### src/rtl/core/xufd_pkg.sv
// Package for the x86 undefined-flags decoder.
// Holds the stream item types, opcode and flag constants, parse phases and mask helpers.
// No dependencies.
`default_nettype none

package xufd_pkg;

    // Field widths
    localparam int BYTE_W = 8;
    localparam int MASK_W = 12;
    localparam int S_TDATA_W = 16;
    localparam int M_TDATA_W = 16;

    // EFLAGS bit positions inside the mask
    localparam logic [MASK_W-1:0] FL_C = MASK_W'(1 << 0);
    localparam logic [MASK_W-1:0] FL_P = MASK_W'(1 << 2);
    localparam logic [MASK_W-1:0] FL_A = MASK_W'(1 << 4);
    localparam logic [MASK_W-1:0] FL_Z = MASK_W'(1 << 6);
    localparam logic [MASK_W-1:0] FL_S = MASK_W'(1 << 7);
    localparam logic [MASK_W-1:0] FL_O = MASK_W'(1 << 11);

    localparam logic [MASK_W-1:0] MUL_FLAGS = FL_S | FL_Z | FL_A | FL_P;
    localparam logic [MASK_W-1:0] DIV_FLAGS = FL_C | FL_O | FL_S | FL_Z | FL_A | FL_P;
    localparam logic [MASK_W-1:0] BSX_FLAGS = FL_O | FL_S | FL_A | FL_P | FL_C;
    localparam logic [MASK_W-1:0] SHD_FLAGS = FL_O | FL_A;
    localparam logic [MASK_W-1:0] ALL_FLAGS = FL_C | FL_P | FL_A | FL_Z | FL_S | FL_O;

    // One-byte opcodes
    localparam logic [BYTE_W-1:0] OP_OPSIZE  = 8'h66;
    localparam logic [BYTE_W-1:0] OP_ESCAPE  = 8'h0f;
    localparam logic [BYTE_W-1:0] OP_IMUL_IZ = 8'h69;
    localparam logic [BYTE_W-1:0] OP_IMUL_IB = 8'h6b;
    localparam logic [BYTE_W-1:0] OP_G2_IB0  = 8'hc0;
    localparam logic [BYTE_W-1:0] OP_G2_IB1  = 8'hc1;
    localparam logic [BYTE_W-1:0] OP_G2_ONE0 = 8'hd0;
    localparam logic [BYTE_W-1:0] OP_G2_ONE1 = 8'hd1;
    localparam logic [BYTE_W-1:0] OP_G2_CL0  = 8'hd2;
    localparam logic [BYTE_W-1:0] OP_G2_CL1  = 8'hd3;
    localparam logic [BYTE_W-1:0] OP_G3_0    = 8'hf6;
    localparam logic [BYTE_W-1:0] OP_G3_1    = 8'hf7;

    // Opcodes after the 0F escape
    localparam logic [BYTE_W-1:0] OP_SHLD_IB = 8'ha4;
    localparam logic [BYTE_W-1:0] OP_SHLD_CL = 8'ha5;
    localparam logic [BYTE_W-1:0] OP_SHRD_IB = 8'hac;
    localparam logic [BYTE_W-1:0] OP_SHRD_CL = 8'had;
    localparam logic [BYTE_W-1:0] OP_IMUL_RM = 8'haf;
    localparam logic [BYTE_W-1:0] OP_BSF     = 8'hbc;
    localparam logic [BYTE_W-1:0] OP_BSR     = 8'hbd;

    // Shift counts are masked to five bits
    localparam logic [BYTE_W-1:0] COUNT_MASK = 8'h1f;

    typedef enum logic [2:0] {
        PH_IDLE      = 3'd0,
        PH_ESC       = 3'd1,
        PH_SHD_MODRM = 3'd2,
        PH_SHD_IMM   = 3'd3,
        PH_G2I_MODRM = 3'd4,
        PH_G2I_IMM   = 3'd5,
        PH_G2R_MODRM = 3'd6,
        PH_G3_MODRM  = 3'd7
    } phase_t;

    // One instruction byte with its side information
    typedef struct packed {
        logic              first_byte;
        logic [BYTE_W-1:0] code_byte;
        logic [BYTE_W-1:0] count_reg;
    } item_t;

    // Parser result toward the output register
    typedef struct packed {
        logic              valid;
        logic [MASK_W-1:0] undefined_mask;
    } result_t;

    // ModRM reg field 4..7 selects the shift forms and MUL/IMUL/DIV/IDIV halves
    function automatic logic reg_high(input logic [BYTE_W-1:0] modrm);
        return modrm[5];
    endfunction

    // Group 2 undefined flags for a given raw count
    function automatic logic [MASK_W-1:0] group2_mask(input logic [BYTE_W-1:0] count,
                                                      input logic shift_kind);
        logic [BYTE_W-1:0] c;
        logic [MASK_W-1:0] m;
        c = count & COUNT_MASK;
        m = '0;
        if (c != '0) begin
            if (shift_kind) m = m | FL_A;
            if (c > BYTE_W'(1)) m = m | FL_O;
        end
        return m;
    endfunction

endpackage

`default_nettype wire

### src/rtl/core/x86_undefined_flags_decoder.sv
// x86 undefined-flags decoder, top level.
//
// Input stream (s_*): one instruction byte per transfer. s_tdata[7:0] is the
// byte, s_tdata[15:8] the current CL value; s_tuser[0] marks the first byte of
// a new instruction and restarts the parse. 0x66 prefixes are skipped.
// Result stream (m_*): m_tdata[11:0] is the mask of EFLAGS bits the
// instruction leaves undefined (C, P, A, Z, S, O at their EFLAGS positions),
// upper bits zero. At most one result per instruction, sent with the byte
// that settles it; bytes after that give nothing until the next first byte.
// The byte that settles the result first enters the input register; its mask is
// then loaded into the result register, which drives m_tvalid.
// Throughput: one byte per cycle while the result side does not stall; the parse
// state update is a single combinational step between the two registers.
// Reset (aresetn low, synchronous): both registers empty, parser idle and
// expecting an opcode.
// Stall: while m_tvalid is high and m_tready low, the result holds and
// s_tready drops once the input register is also full.
`default_nettype none

module x86_undefined_flags_decoder
    import xufd_pkg::*;
(
    input  wire logic                 aclk,
    input  wire logic                 aresetn,
    input  wire logic                 s_tvalid,
    output logic                      s_tready,
    input  wire logic [S_TDATA_W-1:0] s_tdata,  // [7:0] code_byte, [15:8] count_reg
    input  wire logic [0:0]           s_tuser,  // [0] first_byte
    output logic                      m_tvalid,
    input  wire logic                 m_tready,
    output logic [M_TDATA_W-1:0]      m_tdata   // [11:0] undefined_mask, [15:12] zero
);

    item_t             in_item;
    item_t             item;
    logic              item_valid;
    logic              advance;
    result_t           result;
    logic [MASK_W-1:0] out_mask;

    // Unpack the input transfer
    assign in_item.first_byte = s_tuser[0];
    assign in_item.code_byte  = s_tdata[BYTE_W-1:0];
    assign in_item.count_reg  = s_tdata[2*BYTE_W-1:BYTE_W];

    xufd_in_stage u_in_stage (
        .aclk       (aclk),
        .aresetn    (aresetn),
        .in_valid   (s_tvalid),
        .in_ready   (s_tready),
        .in_item    (in_item),
        .advance    (advance),
        .item_valid (item_valid),
        .item       (item)
    );

    xufd_parser u_parser (
        .aclk       (aclk),
        .aresetn    (aresetn),
        .item_valid (item_valid),
        .item       (item),
        .advance    (advance),
        .result     (result)
    );

    xufd_out_stage u_out_stage (
        .aclk      (aclk),
        .aresetn   (aresetn),
        .result    (result),
        .out_ready (m_tready),
        .out_valid (m_tvalid),
        .out_mask  (out_mask),
        .advance   (advance)
    );

    // Pack the result transfer
    assign m_tdata = {{(M_TDATA_W-MASK_W){1'b0}}, out_mask};

    // Both stages come out of reset empty
    assert property (@(posedge aclk) !aresetn |=> !m_tvalid)
        else $error("result valid right after reset");

    // Only the six defined flag positions may be reported
    assert property (@(posedge aclk) disable iff (!aresetn)
        m_tvalid |-> ((m_tdata[MASK_W-1:0] & ~ALL_FLAGS) == '0))
        else $error("mask holds a bit outside the flag set");

    // A ready receiver never stalls the input side
    assert property (@(posedge aclk) disable iff (!aresetn)
        m_tready |-> s_tready)
        else $error("input stalled while result side is ready");

endmodule

`default_nettype wire

### src/rtl/core/xufd_in_stage.sv
// Input register of the undefined-flags decoder.
// Holds one accepted byte until the parse stage takes it; uses xufd_pkg.
`default_nettype none

module xufd_in_stage
    import xufd_pkg::*;
(
    input  wire logic  aclk,
    input  wire logic  aresetn,
    input  wire logic  in_valid,
    output logic       in_ready,
    input  wire item_t in_item,
    input  wire logic  advance,
    output logic       item_valid,
    output item_t      item
);

    logic  valid_reg;
    logic  valid_next;
    item_t item_reg;
    logic  load;

    // Accept when empty or when the held byte moves on this cycle
    assign in_ready = !valid_reg || advance;
    assign load     = in_valid && in_ready;

    always_comb begin
        valid_next = valid_reg;
        if (load) begin
            valid_next = 1'b1;
        end else if (advance) begin
            valid_next = 1'b0;
        end
    end

    always_ff @(posedge aclk) begin
        if (!aresetn) begin
            valid_reg <= 1'b0;
        end else begin
            valid_reg <= valid_next;
        end
    end

    // Capture payload on each transfer
    always_ff @(posedge aclk) begin
        if (load) begin
            item_reg <= in_item;
        end
    end

    assign item_valid = valid_reg;
    assign item       = item_reg;

endmodule

`default_nettype wire

### src/rtl/core/xufd_parser.sv
// Parse state and mask decode of the undefined-flags decoder.
// Tracks the instruction phase byte by byte and forms the flag mask; uses xufd_pkg.
`default_nettype none

module xufd_parser
    import xufd_pkg::*;
(
    input  wire logic  aclk,
    input  wire logic  aresetn,
    input  wire logic  item_valid,
    input  wire item_t item,
    input  wire logic  advance,
    output result_t    result
);

    phase_t phase_reg;
    phase_t phase_next;
    logic   arith_reg;
    logic   arith_next;
    logic   take;
    logic [BYTE_W-1:0] b;
    logic [BYTE_W-1:0] cl;

    assign take = item_valid && advance;
    assign b    = item.code_byte;
    assign cl   = item.count_reg;

    // Next phase, flag and result for the byte in the input register
    always_comb begin
        phase_next            = phase_reg;
        arith_next            = arith_reg;
        result.valid          = 1'b0;
        result.undefined_mask = '0;

        if (item.first_byte || (phase_reg == PH_IDLE && !arith_reg)) begin
            // Opcode byte: parse restarts with the flag clear
            phase_next = PH_IDLE;
            arith_next = 1'b0;
            case (b)
                OP_OPSIZE: begin
                    phase_next = PH_IDLE;
                end
                OP_ESCAPE: begin
                    phase_next = PH_ESC;
                end
                OP_IMUL_IZ, OP_IMUL_IB: begin
                    arith_next            = 1'b1;
                    result.valid          = 1'b1;
                    result.undefined_mask = MUL_FLAGS;
                end
                OP_G2_IB0, OP_G2_IB1: begin
                    phase_next = PH_G2I_MODRM;
                end
                OP_G2_ONE0, OP_G2_ONE1: begin
                    phase_next = PH_G2R_MODRM;
                end
                OP_G2_CL0, OP_G2_CL1: begin
                    phase_next = PH_G2R_MODRM;
                    arith_next = 1'b1;
                end
                OP_G3_0, OP_G3_1: begin
                    phase_next = PH_G3_MODRM;
                end
                default: begin
                    arith_next   = 1'b1;
                    result.valid = 1'b1;
                end
            endcase
        end else begin
            case (phase_reg)
                PH_IDLE: begin
                    // Instruction already answered: drop trailing bytes
                end
                PH_ESC: begin
                    if (b == OP_SHLD_IB || b == OP_SHRD_IB) begin
                        phase_next = PH_SHD_MODRM;
                    end else begin
                        phase_next   = PH_IDLE;
                        arith_next   = 1'b1;
                        result.valid = 1'b1;
                        case (b)
                            OP_SHLD_CL, OP_SHRD_CL:
                                result.undefined_mask = (cl != '0) ? SHD_FLAGS : '0;
                            OP_IMUL_RM:
                                result.undefined_mask = MUL_FLAGS;
                            OP_BSF, OP_BSR:
                                result.undefined_mask = BSX_FLAGS;
                            default:
                                result.undefined_mask = '0;
                        endcase
                    end
                end
                PH_SHD_MODRM: begin
                    phase_next = PH_SHD_IMM;
                end
                PH_SHD_IMM: begin
                    phase_next            = PH_IDLE;
                    arith_next            = 1'b1;
                    result.valid          = 1'b1;
                    result.undefined_mask = (b != '0) ? SHD_FLAGS : '0;
                end
                PH_G2I_MODRM: begin
                    phase_next = PH_G2I_IMM;
                    arith_next = reg_high(b);
                end
                PH_G2I_IMM: begin
                    phase_next            = PH_IDLE;
                    arith_next            = 1'b1;
                    result.valid          = 1'b1;
                    result.undefined_mask = group2_mask(b, arith_reg);
                end
                PH_G2R_MODRM: begin
                    phase_next            = PH_IDLE;
                    arith_next            = 1'b1;
                    result.valid          = 1'b1;
                    result.undefined_mask = group2_mask(arith_reg ? cl : BYTE_W'(1),
                                                        reg_high(b));
                end
                PH_G3_MODRM: begin
                    phase_next   = PH_IDLE;
                    arith_next   = 1'b1;
                    result.valid = 1'b1;
                    if (b[5]) begin
                        result.undefined_mask = b[4] ? DIV_FLAGS : MUL_FLAGS;
                    end
                end
                default: begin
                    phase_next = PH_IDLE;
                end
            endcase
        end

        // Only a byte held in the input register produces a result
        result.valid = result.valid && item_valid;
    end

    // Advance the parse state once per byte taken
    always_ff @(posedge aclk) begin
        if (!aresetn) begin
            phase_reg <= PH_IDLE;
            arith_reg <= 1'b0;
        end else if (take) begin
            phase_reg <= phase_next;
            arith_reg <= arith_next;
        end
    end

endmodule

`default_nettype wire

### src/rtl/core/xufd_out_stage.sv
// Result register of the undefined-flags decoder.
// Holds one mask until the receiver takes it; uses xufd_pkg.
`default_nettype none

module xufd_out_stage
    import xufd_pkg::*;
(
    input  wire logic    aclk,
    input  wire logic    aresetn,
    input  wire result_t result,
    input  wire logic    out_ready,
    output logic         out_valid,
    output logic [MASK_W-1:0] out_mask,
    output logic         advance
);

    logic              valid_reg;
    logic              valid_next;
    logic [MASK_W-1:0] mask_reg;

    // Stage moves when empty or when the held mask is taken
    assign advance = !valid_reg || out_ready;

    always_comb begin
        valid_next = valid_reg;
        if (advance) begin
            valid_next = result.valid;
        end
    end

    always_ff @(posedge aclk) begin
        if (!aresetn) begin
            valid_reg <= 1'b0;
        end else begin
            valid_reg <= valid_next;
        end
    end

    // Load the mask with each new result
    always_ff @(posedge aclk) begin
        if (advance && result.valid) begin
            mask_reg <= result.undefined_mask;
        end
    end

    assign out_valid = valid_reg;
    assign out_mask  = mask_reg;

endmodule

`default_nettype wire
### config.mk
export PLATFORM = sky130hd
export DESIGN_NAME = x86_undefined_flags_decoder
export DESIGN_NICKNAME = d
export VERILOG_FILES = /design/src/rtl/core/xufd_pkg.sv /design/src/rtl/core/x86_undefined_flags_decoder.sv /design/src/rtl/core/xufd_in_stage.sv /design/src/rtl/core/xufd_parser.sv /design/src/rtl/core/xufd_out_stage.sv
export SDC_FILE = /design/constraint.sdc
export NUM_CORES = 1
export LEC_CHECK = 0
export BUFFER_PORTS_ARGS = -buffer_cell sky130_fd_sc_hd__buf_4
export CAP_MARGIN = 15
export CORE_MARGIN = 4
export CORE_UTILIZATION = 50
export CTS_CLUSTER_DIAMETER = 30
export DETAILED_ROUTE_END_ITERATION = 10
export GPL_TIMING_DRIVEN = 0
export MAX_ROUTING_LAYER = met4
export PLACE_DENSITY = 0.73
export SKIP_LAST_GASP = 1
export SLEW_MARGIN = 20
export SYNTH_ARGS = -nofsm -noshare
export SYNTH_HDL_FRONTEND = slang
export SYNTH_SLANG_ARGS = --single-unit
### constraint.sdc
create_clock -name aclk -period 2.2 [get_ports aclk]
set_clock_uncertainty 0.1 [all_clocks]
set_input_delay 0.44 -clock aclk [delete_from_list [all_inputs] [get_ports aclk]]
set_output_delay 0.44 -clock aclk [all_outputs]
set_load 0.01 [all_outputs]
# Yosys cells after proc, flatten, opt, wreduce, memory -nomap -nowiden

Cells that the tools add are included.
Widths: inputs -> output; s select.

Magnitude comparators: 2
Equality and inequality tests: 27
Multiplexer cells: 27
Reductions and logical operators: 31

Operators by type and width:

| operator           | count |
|---|---|
| $eq 8x8->1 const B | 15 |
| $mux 12            | 8 |
| $pmux 13 s5        | 1 |
| $pmux 12 s3        | 1 |
| $reduce_bool 8->1  | 4 |
| $mux 13            | 2 |
| $eq 8x7->1 const B | 3 |
| $pmux 3 s4         | 2 |
| $mux 5             | 3 |
| $eq 3x3->1 const B | 4 |
| $gt 5x1->1 const B | 2 |
| $reduce_or 10->1   | 1 |
| $reduce_or 2->1    | 5 |
| $eq 8x4->1 const B | 1 |
| $mux 8             | 1 |
| $reduce_or 4->1    | 2 |
| $reduce_or 8->1    | 1 |
| $eq 3x2->1 const B | 2 |
| $mux 1             | 6 |
| $logic_and 1x1->1  | 5 |
| $reduce_bool 5->1  | 1 |
| $logic_or 1x1->1   | 4 |
| $reduce_bool 4->1  | 1 |
| $eq 3x1->1 const B | 1 |
| other kinds (9)    | 11 |

Flip-flop bits (word level): 35
Output and inout port bits: 18
Word-level logic and storage cells: 95

# Logic depth before layout (Yosys ltp)

Depth after elaboration: 8
Mapped depth: 6
Gate-level depth less buffers: 5

# Cells and area by module

A second synthesis with hierarchy kept.

Cell total of the unflattened synthesis: 151
Area, all modules: 1775.5 um^2

Modules (own cells, without submodules):

| module                      | instances | cells each | area an instance (um^2) |
|---|---|---|---|
| xufd_parser                 | 1         | 107        | 755.7 |
| xufd_in_stage               | 1         | 22         | 568.0 |
| xufd_out_stage              | 1         | 17         | 417.9 |
| x86_undefined_flags_decoder | 1         | 5          | 33.8 |

# Worst setup path before layout

OpenSTA, ideal clock, no wires.

Path kind: reg2reg
From: reg u_in_stage.item_reg, in the netlist u_in_stage.item[10]
To: reg u_out_stage.mask_reg[4], in the netlist u_out_stage.out_mask[4], data pin
Library setup time: 0.257 ns
Arrival time: 1.532 ns
Slack: 0.312 ns
Stages on the path, launching flop included: 7
Clock period less this slack: 1.888 ns
Path through: edfxtp_1 buf_6 or3_4 o311ai_2 and3_1 and4_1 o21ai_1

RTL lines:

| element                  | RTL line             | RTL |
|---|---|---|
| start: declaration       | xufd_in_stage.sv:20  | `item_t item_reg;` |
| start signal: assignment | xufd_in_stage.sv:47  | `item_reg <= in_item;` |
| end signal: assignment   | xufd_out_stage.sv:42 | `mask_reg <= result.undefined_mask;` |
| end: declaration         | xufd_out_stage.sv:19 | `logic [MASK_W-1:0] mask_reg;` |

# Worst setup path in the final report

From: reg u_in_stage.item_reg, in the netlist u_in_stage.item[11]
To: reg u_out_stage.mask_reg[11], in the netlist u_out_stage.out_mask[11] (enable)

Longest elaborated chain between the ends: 7

RTL lines:

| element               | RTL line             | RTL |
|---|---|---|
| $eq 8x8->1            | xufd_parser.sv:75    | `if (b == OP_SHLD_IB \|\| b == OP_SHRD_IB) begin` |
| $logic_or 1x1->1      | xufd_parser.sv:75    |  |
| $mux 13               | xufd_parser.sv:75    |  |
| $pmux 13 s5           | xufd_parser.sv:70    | `case (phase_reg)` |
| $mux 13 (*)           | xufd_parser.sv:35    | `if (item.first_byte \|\| (phase_reg == PH_IDLE && !arith_reg)) begin` |
| $logic_and 1x1->1 (*) | xufd_parser.sv:134   | `result.valid = result.valid && item_valid;` |
| $logic_and 1x1->1 (*) | xufd_out_stage.sv:41 | `if (advance && result.valid) begin` |

Every way passes the cells marked *; elsewhere a longest branch is shown, timed or not.
A chain may end at the register's enable or synchronous reset.

==> metrics.md <==
| Metric | Value |
|---|---|
| Fin crit share | `94.27%` |
| Worst rel slew slack | `51.97%` |
| Number of synthesized flops with an enable pin | `22` |
| Synth top area cells | `edfxtp_1 42%, dfxtp_1 7.6%, buf_4 5.2%` |
| Most frequent cells after synthesis | `22 x edfxtp_1, 11 x buf_4, 10 x nand2_1` |
| Die Y | `64.38 um` |
| Max reg flops | `17` |
| P_sw | `267.6 uW` |
| Status | `completed` |
| Routed Antenna Nets | `0` |
| Routability Congestion | `0.8572` |
| Area Overhead vs Synth | `22.76%` |
| Placed Area | `1888 um2` |
| CP arrival | `2.08 ns` |
| Logic gate share of total power | `14.6%` |
| Layout fillers | `253` |
| Vias in the first global route | `1209` |
| Final Util | `63.89%` |
| VDD IR max | `0.0006777 V` |
| CTS tree | `built` |
| Dominant synthesized flop cell | `edfxtp_1` |
| Clk slew on worst S/H paths | `0.16 ns` |
| Worst slew pin tran | `0.7204 ns` |
| Vias per cell | `5.528` |
| WL/cell | `13.74 um` |
| First-pass GRT wire length | `5478 um` |
| Mapped Cells | `147` |
| TritonCTS Buffers | `3` |
| Min Tclk post-route | `2.074 ns` |
| Leak | `0.7461 nW` |
| Hold Fails Final Rpt | `0` |
| CP startpoint kind | `flip-flop` |
| H-tree depth | `1` |
| Post-synthesis sequential area ratio | `49.13%` |
| Top-count cell post-synth | `edfxtp_1` |
| Setup TNS | `0 ns` |
| Clock tree root buffer cell | `clkbuf_4` |
| Type of the worst min-delay path | `in2reg` |
| Largest net degree at the start of global routing | `18` |
| CP Max Fanout | `6` |
| Max Clock Freq | `0.4822 GHz` |
| Int Pwr | `872.8 uW` |
| Port Buffers | `28` |
| HPWL Detailed | `2409 um` |
| WS Path Type | `reg2reg` |
| Proportion of layout cells with a drive suffix above 1 | `33.33%` |
| Post-synth top area cell | `edfxtp_1` |
| # hold bufs at CTS | `0` |
| Synth cell types | `51` |
| Row Count | `20` |
| Inst Count DP | `228` |
| Post-route DRC | `0` |
| Initial antenna violation count | `0` |
| Worst hold slack | `0.1590 ns` |
| Total track usage | `17.18%` |
| Synthesized area | `1589 um2` |
| PD cells | `584.7 nW/um2` |
| Final WS setup | `0.1261 ns` |
| Seq pwr share | `55.3%` |
| Skew-Pair Late Insertion Delay | `0.34 ns` |
| Fin cells | `233` |
| Ys Warns | `0` |
| Switching fraction of total power | `23.46%` |
| Reg2Reg Depth | `5` |
| Clock sink count | `28` |
| MaxCap Viol Count | `0` |
| DRT Wirelength | `3201 um` |
| Die Width | `64.38 um` |
| Yosys top cell area share | `41.57%` |
| Die area | `4144 um2` |
| Clock Path Buffers | `2` |
| Syn_area_per_cell | `10.81 um2` |
| #FFs+latches synth | `28` |
| 1st-pass router iterations | `4` |
| Via count | `1288` |
| Total power | `1.140 mW` |
| CP Capture Type | `flip-flop` |
| Design Area, Final | `1951 um2` |
| Clock power frac | `30.1%` |
| ANT cells | `0` |
| Hold Path Stages | `1` |
| Worst path required time | `2.20 ns` |
| Nets | `211` |
| I/O pin count | `39` |
| Max Slew Vio Count | `0` |
| GR Overflow Total | `0` |
| Starting density of the core | `52.05%` |
| Core Region | `3053 um2` |
| 1st-iter DRT viols | `44` |
| Asr flop ratio synth | `0%` |
| Pre-CTS WS | `0.05650 ns` |
| Setup violators final | `0` |
-- power by group through the flow --
stage / clock network [mW] / logic (mW) / registers (mW)
floorplan: 0 / 0.106 / 0.638
global placement: 0 / 0.159 / 0.642
detailed placement: 0 / 0.161 / 0.643
CTS: 0.351 / 0.162 / 0.631
global route: 0.378 / 0.185 / 0.635
finish: 0.343 / 0.166 / 0.631
-- kinds of logic after synthesis --
family          after synthesis  share of synthesized area (%)
buf+inv                      21                          9.133
flops                        28                          49.13
simple gates                 64                          26.38
mux                           1                         0.7086
xor+xnor                      1                         0.5513
compound gates               31                          13.86
other cells                   1                         0.2360
-- repair_timing --
action | CTS | global route
setup endpoints to repair | 0 | 5
resized for setup | 0 | 1
setup buffers | 0 | 1
-- final cells by class --
type	instances	area, um2	share of cell area (%)
Inverter	4	15.01	0.7697
Tap cell	44	55.05	2.822
Clock inverter	1	30.03	1.539
Clock buffer	3	22.52	1.155
Sequential cell	28	780.7	40.03
Multi-Input combinational cell	107	699.4	35.86
Buffer	17	130.1	6.671
Timing Repair Buffer	29	217.7	11.16
-- metal layers --
metal | wire [um] | track usage, %
met5 | 0 | -
met4 | 91 | 9.763
met3 | 185 | 2.812
met2 | 1548 | 26.80
met1 | 1376 | 21.12
-- critical path: stages (launching register included) --
cell	delay (ns)
edfxtp_1	0.47
nand3b_2	0.31
a2111oi_2	0.44
nor3b_1	0.12
o21ai_0	0.26
nor2_2	0.13
-- cell usage in the layout (no fill, tap or decap), drive strengths merged, types with 2 or more instances in the layout --
| cell type | n |
|---|---|
| nor2 | 10 |
| buf | 45 |
| nand3 | 3 |
| nand2b | 2 |
| o21ai | 9 |
| or4 | 3 |
| nor3 | 4 |
| and3 | 3 |
| dfxtp | 6 |
| or3 | 2 |
| clkbuf | 4 |
| edfxtp | 22 |
| a21oi | 5 |
| or2 | 3 |
| nor4bb | 5 |
| o2111ai | 2 |
| a211oi | 3 |
| nor3b | 2 |
| o211ai | 2 |
| and2 | 2 |
| conb | 10 |
| nor2b | 5 |
| nand3b | 2 |
| inv | 4 |
| o311ai | 2 |
| nand2 | 10 |
| nor4 | 2 |
| and4 | 2 |
-- final timing paths --
check                              from                        to  slack, ns
setup reg to reg    u_in_stage.item[11]  u_out_stage.out_mask[11]       0.13
hold reg to reg   u_in_stage.item_valid     u_out_stage.out_valid       0.46
hold / removal               s_tdata[1]        u_in_stage.item[9]       0.16
setup / recovery    u_in_stage.item[11]  u_out_stage.out_mask[11]       0.13
(Power assumes the default switching activity.)
